**src/design/lfs_pkg.sv**
```systemverilog
// Shared types, constants and codes for the line fit straightness block.
package lfs_pkg;

    localparam int MAX_POINTS_DEF  = 1024;
    localparam int COORD_BITS_DEF  = 20;
    localparam int WORD_W          = 64;
    localparam int DIV_FB_W        = 5;
    localparam int DIV_FB_SLOPE    = 16;
    localparam int DIV_FB_DIST     = 8;
    localparam int DIV_EXT_W       = WORD_W + 16;

    localparam logic [1:0] ST_OK    = 2'd0;
    localparam logic [1:0] ST_DEGEN = 2'd1;
    localparam logic [1:0] ST_DROP  = 2'd2;

    typedef enum logic [3:0] {
        OP_NONE, OP_MUL_NSXY, OP_MUL_SXSY, OP_MUL_NSXX, OP_MUL_SXSX, OP_DIV_K,
        OP_MUL_KK, OP_SQRT, OP_MUL_DEN, OP_READ, OP_MUL_NX, OP_MUL_NY,
        OP_MUL_UK, OP_DIV_D, OP_OUT
    } t_op;

    typedef enum logic [3:0] {
        S_LOAD, S_DRAIN, S_NSXY, S_SXSY, S_NSXX, S_SXSX, S_DIV_K, S_KK,
        S_SQRT, S_DEN, S_READ, S_NX, S_NY, S_UK, S_DIV_D, S_OUT
    } t_state;

    typedef struct packed {
        t_op  op;
        logic go;
    } t_cmd;

    typedef struct packed {
        logic done;
        logic degen;
        logic last_pt;
        logic pipe_busy;
    } t_stat;

endpackage

```
**src/design/lfs_ctrl.sv**
```systemverilog
// Controller: sequences the fit steps and the per-point pass over the store.
module lfs_ctrl (
    input  logic           i_clk,
    input  logic           i_rst_n,
    input  logic           i_acc_last,
    input  lfs_pkg::t_stat i_stat,
    output lfs_pkg::t_cmd  o_cmd,
    output logic           o_busy
);
    import lfs_pkg::*;

    t_state r_state, n_state;
    logic   r_issued, n_issued;
    logic   work;
    t_op    op;
    t_state nxt;

    always_ff @(posedge i_clk) begin
        if (!i_rst_n) begin
            r_state  <= S_LOAD;
            r_issued <= 1'b0;
        end else begin
            r_state  <= n_state;
            r_issued <= n_issued;
        end
    end

    always_comb begin
        n_state   = r_state;
        n_issued  = r_issued;
        o_cmd.op  = OP_NONE;
        o_cmd.go  = 1'b0;
        o_busy    = 1'b1;
        work      = 1'b1;
        op        = OP_NONE;
        nxt       = S_LOAD;
        unique case (r_state)
            S_LOAD: begin
                work   = 1'b0;
                o_busy = 1'b0;
                if (i_acc_last) n_state = S_DRAIN;
            end
            S_DRAIN: begin
                work = 1'b0;
                if (!i_stat.pipe_busy) n_state = S_NSXY;
            end
            S_NSXY: begin op = OP_MUL_NSXY; nxt = S_SXSY; end
            S_SXSY: begin op = OP_MUL_SXSY; nxt = S_NSXX; end
            S_NSXX: begin op = OP_MUL_NSXX; nxt = S_SXSX; end
            S_SXSX: begin op = OP_MUL_SXSX; nxt = S_DIV_K; end
            S_DIV_K: begin
                op  = OP_DIV_K;
                nxt = S_KK;
                // skip the rest of the fit on a degenerate set
                if (i_stat.degen && !r_issued) begin
                    work    = 1'b0;
                    n_state = S_OUT;
                end
            end
            S_KK:    begin op = OP_MUL_KK;  nxt = S_SQRT; end
            S_SQRT:  begin op = OP_SQRT;    nxt = S_DEN;  end
            S_DEN:   begin op = OP_MUL_DEN; nxt = S_READ; end
            S_READ:  begin op = OP_READ;    nxt = S_NX;   end
            S_NX:    begin op = OP_MUL_NX;  nxt = S_NY;   end
            S_NY:    begin op = OP_MUL_NY;  nxt = S_UK;   end
            S_UK:    begin op = OP_MUL_UK;  nxt = S_DIV_D; end
            S_DIV_D: begin
                op  = OP_DIV_D;
                nxt = i_stat.last_pt ? S_OUT : S_READ;
            end
            S_OUT:   begin op = OP_OUT;     nxt = S_LOAD; end
        endcase
        if (work) begin
            o_cmd.op = op;
            if (!r_issued) begin
                o_cmd.go = 1'b1;
                n_issued = 1'b1;
            end else if (i_stat.done) begin
                n_issued = 1'b0;
                n_state  = nxt;
            end
        end
    end
endmodule

```
**config.mk**
```make
export PLATFORM = sky130hd
export DESIGN_NAME = lfs_ctrl
export DESIGN_NICKNAME = d
export VERILOG_FILES = /design/src/design/lfs_pkg.sv /design/src/design/lfs_ctrl.sv
export SDC_FILE = /design/constraint.sdc
export NUM_CORES = 1
export LEC_CHECK = 0
export ABC_CLOCK_PERIOD_IN_PS = 1300
export BUFFER_PORTS_ARGS = -buffer_cell sky130_fd_sc_hd__clkbuf_2
export CAP_MARGIN = 20
export CORE_AREA = 5 5 42 44
export DETAILED_ROUTE_END_ITERATION = 10
export DIE_AREA = 0 0 47 49
export GPL_TIMING_DRIVEN = 0
export PLACE_DENSITY = 0.65
export SYNTH_ARGS = -nofsm -noshare
export SYNTH_HDL_FRONTEND = slang
export SYNTH_SLANG_ARGS = --single-unit
```
**constraint.sdc**
```tcl
create_clock -name i_clk -period 1.3 [get_ports i_clk]
set_input_delay 0.065 -clock i_clk [delete_from_list [all_inputs] [get_ports i_clk]]
set_output_delay 0.065 -clock i_clk [all_outputs]
set_load 0.05 [all_outputs]
```
# Word-level counts from Yosys, hierarchy flattened
# Index checks and enable logic that the tools add are counted.
# word_totals
regBits,5
inputBits,7
out_inout_bits,6
word_cells,38
# op_classes
eq_ne,15
n_mux,17
reduce_logical,4
# op_table
operator,n
$pmux 4 s14,1
$pmux 4 s13,1
$eq 4x4->1 const B,8
$mux 4,6
$eq 4x3->1 const B,4
$pmux 4 s3,1
$eq 4x2->1 const B,2
$mux 1,5
$mux 5,1
$eq 4x1->1 const B,1
$logic_not 4->1,1
$mux 3,1
$pmux 1 s2,1
$reduce_or 2->1,1
$logic_and 1x1->1,1
$logic_not 1->1,1

# Longest topological paths before layout
# depth
word_depth,7
ltp_mapped,4
depth_no_buf,3

# Least setup slack after synthesis
# OpenSTA, ideal clock, no wires.
# synth_path
path_type,register to output
startpoint,reg r_state[2]
endpoint,out o_cmd[0] (netlist name)
t_arrival_ps,1603
t_required_ps,1235
path_slack_ps,-368
path_stages_with_launch,5
path_buffers,1
path_cell_list,dfxtp_1 > buf_2 > nor2_1 > a31o_2 > a21oi_1
# synth_lines
item,line_no,rtl
start: declaration,lfs_ctrl.sv:12,"t_state r_state, n_state;"
start signal: assignment,lfs_ctrl.sv:23,r_state <= n_state;
end: declaration,lfs_ctrl.sv:7,"output lfs_pkg::t_cmd o_cmd,"

==> results.sh <==
export IMPL_maxSlewHeadroom_pct=80.74
export IMPL_wl_um=1517
export IMPL_die_y_um=49
export IMPL_finalNetCount=85
export IMPL_leakagePower_nw=0.3093
export IMPL_p_comb_share_pct=37.1
export IMPL_hpwl_um=819.8
export IMPL_grtUsageMet1_pct=16.59
export IMPL_crit_fanout=5
export IMPL_critPathTopFamily="buffers and inverters"
export IMPL_synth_area_um2=397.9
export IMPL_criticalPathCategory="reg2out"
export IMPL_ys_seq_area_share_pct=25.16
export IMPL_setup_viol=5
export IMPL_dr_first_iter_drc_count=18
export IMPL_seqPwrFrac_pct=29.6
export IMPL_drive_above_1_share_pct=55.84
export IMPL_antenna_cells=0
export IMPL_synth_seq_cells=5
export IMPL_hold_depth=3
export IMPL_syn_to_final_growth_pct=83.96
export IMPL_io_pins=13
export IMPL_endpoint_kind="output pin"
export IMPL_slew_viol_final=0
export IMPL_clockBufferDepth=2
export IMPL_crit_arrival_ns=1.30
export IMPL_yosys_area_top_type="dfxtp_1"
export IMPL_overflow=0
export IMPL_netlist_top_cells_count="nor2_1, a21oi_1, dfxtp_1, buf_2"
export IMPL_period_share_pct=104.6
export IMPL_rsz0062_at_grt="true"
export IMPL_async_reset_ff_share_pct=0
export IMPL_drc_errors=0
export IMPL_place_ws_ns=-0.1188
export IMPL_synth_main_ff_cell="dfxtp_1"
export IMPL_startpoint_type="register"
export IMPL_slowest_delay_ns=0.32
export IMPL_fmax_mhz=735.2
export IMPL_clockPowerShare_pct=33.3
export IMPL_synth_yosys_warnings=0
export IMPL_core_rowCount=14
export IMPL_io_buffers=12
export IMPL_powerDensity_mw_per_mm2=768.7
export IMPL_cts_root_buf="clkbuf_4"
export IMPL_clk_latency_ns=0.25
export IMPL_synth_top_cell_area_share_pct=25.16
export IMPL_numCtsBuffers=3
export IMPL_violations="setup timing"
export IMPL_finalHoldViolCount=0
export IMPL_synth_cell_type_count=28
export IMPL_dieArea_mm2=0.002303
export IMPL_synthTopCellsByArea="dfxtp_1, a21oi_1, a211oi_1"
export IMPL_finalSetupTns_ns=-0.2051
export IMPL_grtUsageMet2_pct=24.89
export IMPL_path_clk_slew_ns=0.05
export IMPL_p_int_w=0.0003728
export IMPL_power_w=0.0005627
export IMPL_gp_congestion=0.8178
export IMPL_post_route_min_period_ns=1.360
export IMPL_core_mm2=0.001401
export IMPL_syn_area_per_cell_um2=7.507
export IMPL_die_x_um=47
export IMPL_cts_tree="yes"
export IMPL_grt_pass1_wl_um=2546
export IMPL_cp_num_buf_inv=3
export IMPL_drv_cap=0
export IMPL_crit_chain="buf_6 > buf_4 > o21ai_1 > a21oi_2 > buf_8"
export IMPL_htreeDepth=1
export IMPL_start_util_pct=28.39
export IMPL_r2r_setup_slack_ns=-0.03
export IMPL_grt_antenna_before_repair=0
export IMPL_fin_skew_ns=0.009932
export IMPL_grt_max_degree=11
export IMPL_r2r_end="r_state[0]"
export IMPL_synthCells=53
export IMPL_via_per_inst=5.957
export IMPL_avgRoutedWirePerCell_um=16.31
export IMPL_final_util_pct=52.23
export IMPL_final_antenna_net_count=0
export IMPL_p_switching_w=0.0001898
export IMPL_finalInstanceArea_um2=732.0
export IMPL_worst_hold_path_endpoint="r_state[3]"
export IMPL_grt_pass1_vias=601
export IMPL_top_usage_layer="met2"
export IMPL_synth_edff_count=0
export IMPL_dr_pass1_iters=5
export IMPL_grtUsageTotal_pct=15.38
export IMPL_r2r_start="r_state[3]"
export IMPL_placed_area_um2=491.7
export IMPL_worst_ir_drop_vdd_mv=0.3902
export IMPL_vias=554
export IMPL_required_ns=1.24
export IMPL_status="finished with violations"
export IMPL_cts_sinks=5
export IMPL_crit_slowest_cell="dfxtp_1"
export IMPL_hold_start="i_rst_n"
export IMPL_hold_class="in2reg"
export IMPL_switching_share_pct=33.74
export IMPL_gr_usage_met3_pct=3.321
export IMPL_reg2reg_depth=3
export IMPL_layout_setup_ws_ns=-0.06021
export IMPL_synthMostInstantiatedCell="nor2_1"
export IMPL_worst_pin_slew_ns=0.2871
export IMPL_synth_fp_nets=60
[how the worst max path moves through the flow]
stage / start / endpoint / slack, ns / cells after the start
2_1_floorplan: r_state[2] / o_cmd[0] / -0.08 / 4
6_report: r_state[0] / o_cmd[3] / -0.06 / 5
5_1_grt: r_state[1] / o_cmd[3] / -0.12 / 5
4_1_cts: r_state[1] / o_cmd[1] / -0.07 / 4
3_3_place_gp: r_state[2] / o_cmd[1] / -0.11 / 5
3_5_place_dp: r_state[2] / o_cmd[1] / -0.12 / 5
[sequential cells by signal (all words and copies together), names as in the netlist]
register and cells:
r_issued 1, r_state 4
[area by class of cell]
cell class	count	area, um2
plain buffers	5	56.30
flip-flops and latches	5	108.9
well taps	16	20.02
clock buffers	4	26.28
inverters	3	11.26
multi-input cells	40	321.6
repair buffers	20	187.7
fillers	152	669.4
[stage by stage]
stage,hold WS (ns),cells
finish,0.08685,93
global route,0.08657,93
CTS,0.08030,93
detailed placement,0.3439,81
global placement,0.3405,81
floorplan,0.1940,53
[worst register-to-register path, delay by kind of cell, from the launching register on]
kind                   cells  cell delay (ns)
AO/OA/AOI/OAI              2             0.73
buffers and inverters      1             0.15
flip-flops                 1             0.33
[metal layers]
metal | part of all wire (%) | up-vias
met5 | 0 | -
met4 | 3.5 | 0
met3 | 5.2 | 12
met2 | 49 | 35
met1 | 42 | 258
li1 | - | 249
[power by group through the flow]
stage          registers (W)  clock network [W]  logic [W]
2_1_floorplan       0.000167                  0  0.0000956
3_3_place_gp        0.000168                  0   0.000128
3_5_place_dp        0.000168                  0   0.000129
4_1_cts             0.000166           0.000188   0.000192
5_1_grt             0.000167           0.000206   0.000222
6_report            0.000166           0.000187   0.000209
[cells by family after synthesis]
family                 share of synthesized area, %
AO/OA/AOI/OAI                                 33.65
flip-flops                                    25.16
AND/OR/NAND/NOR                               27.99
buffers and inverters                         10.69
multiplexers                                  2.516
[timing repair]
| action | 4_1_cts | 5_1_grt |
|---|---|---|
| endpoints found under the setup margin | 8 | 7 |
| gates cloned | 0 | 0 |
| resized for setup | 37 | 10 |
| setup buffers | 8 | 0 |
| hold buffers | 0 | 0 |
| pin swaps | 7 | 3 |
[cell usage in the layout (no fill, tap or decap), types with 2 or more instances in the layout]
cell and n:
a211oi_1 3, a21oi_1 2, a21oi_4 2, buf_4 6, buf_6 7, buf_8 6, clkbuf_2 6, clkbuf_4 3
dfxtp_1 2, dfxtp_4 2, inv_1 2, nand2_1 3, nor2_2 4, o21ai_1 2, o311a_1 2
No activity file was read; power rests on OpenSTA's default activity.
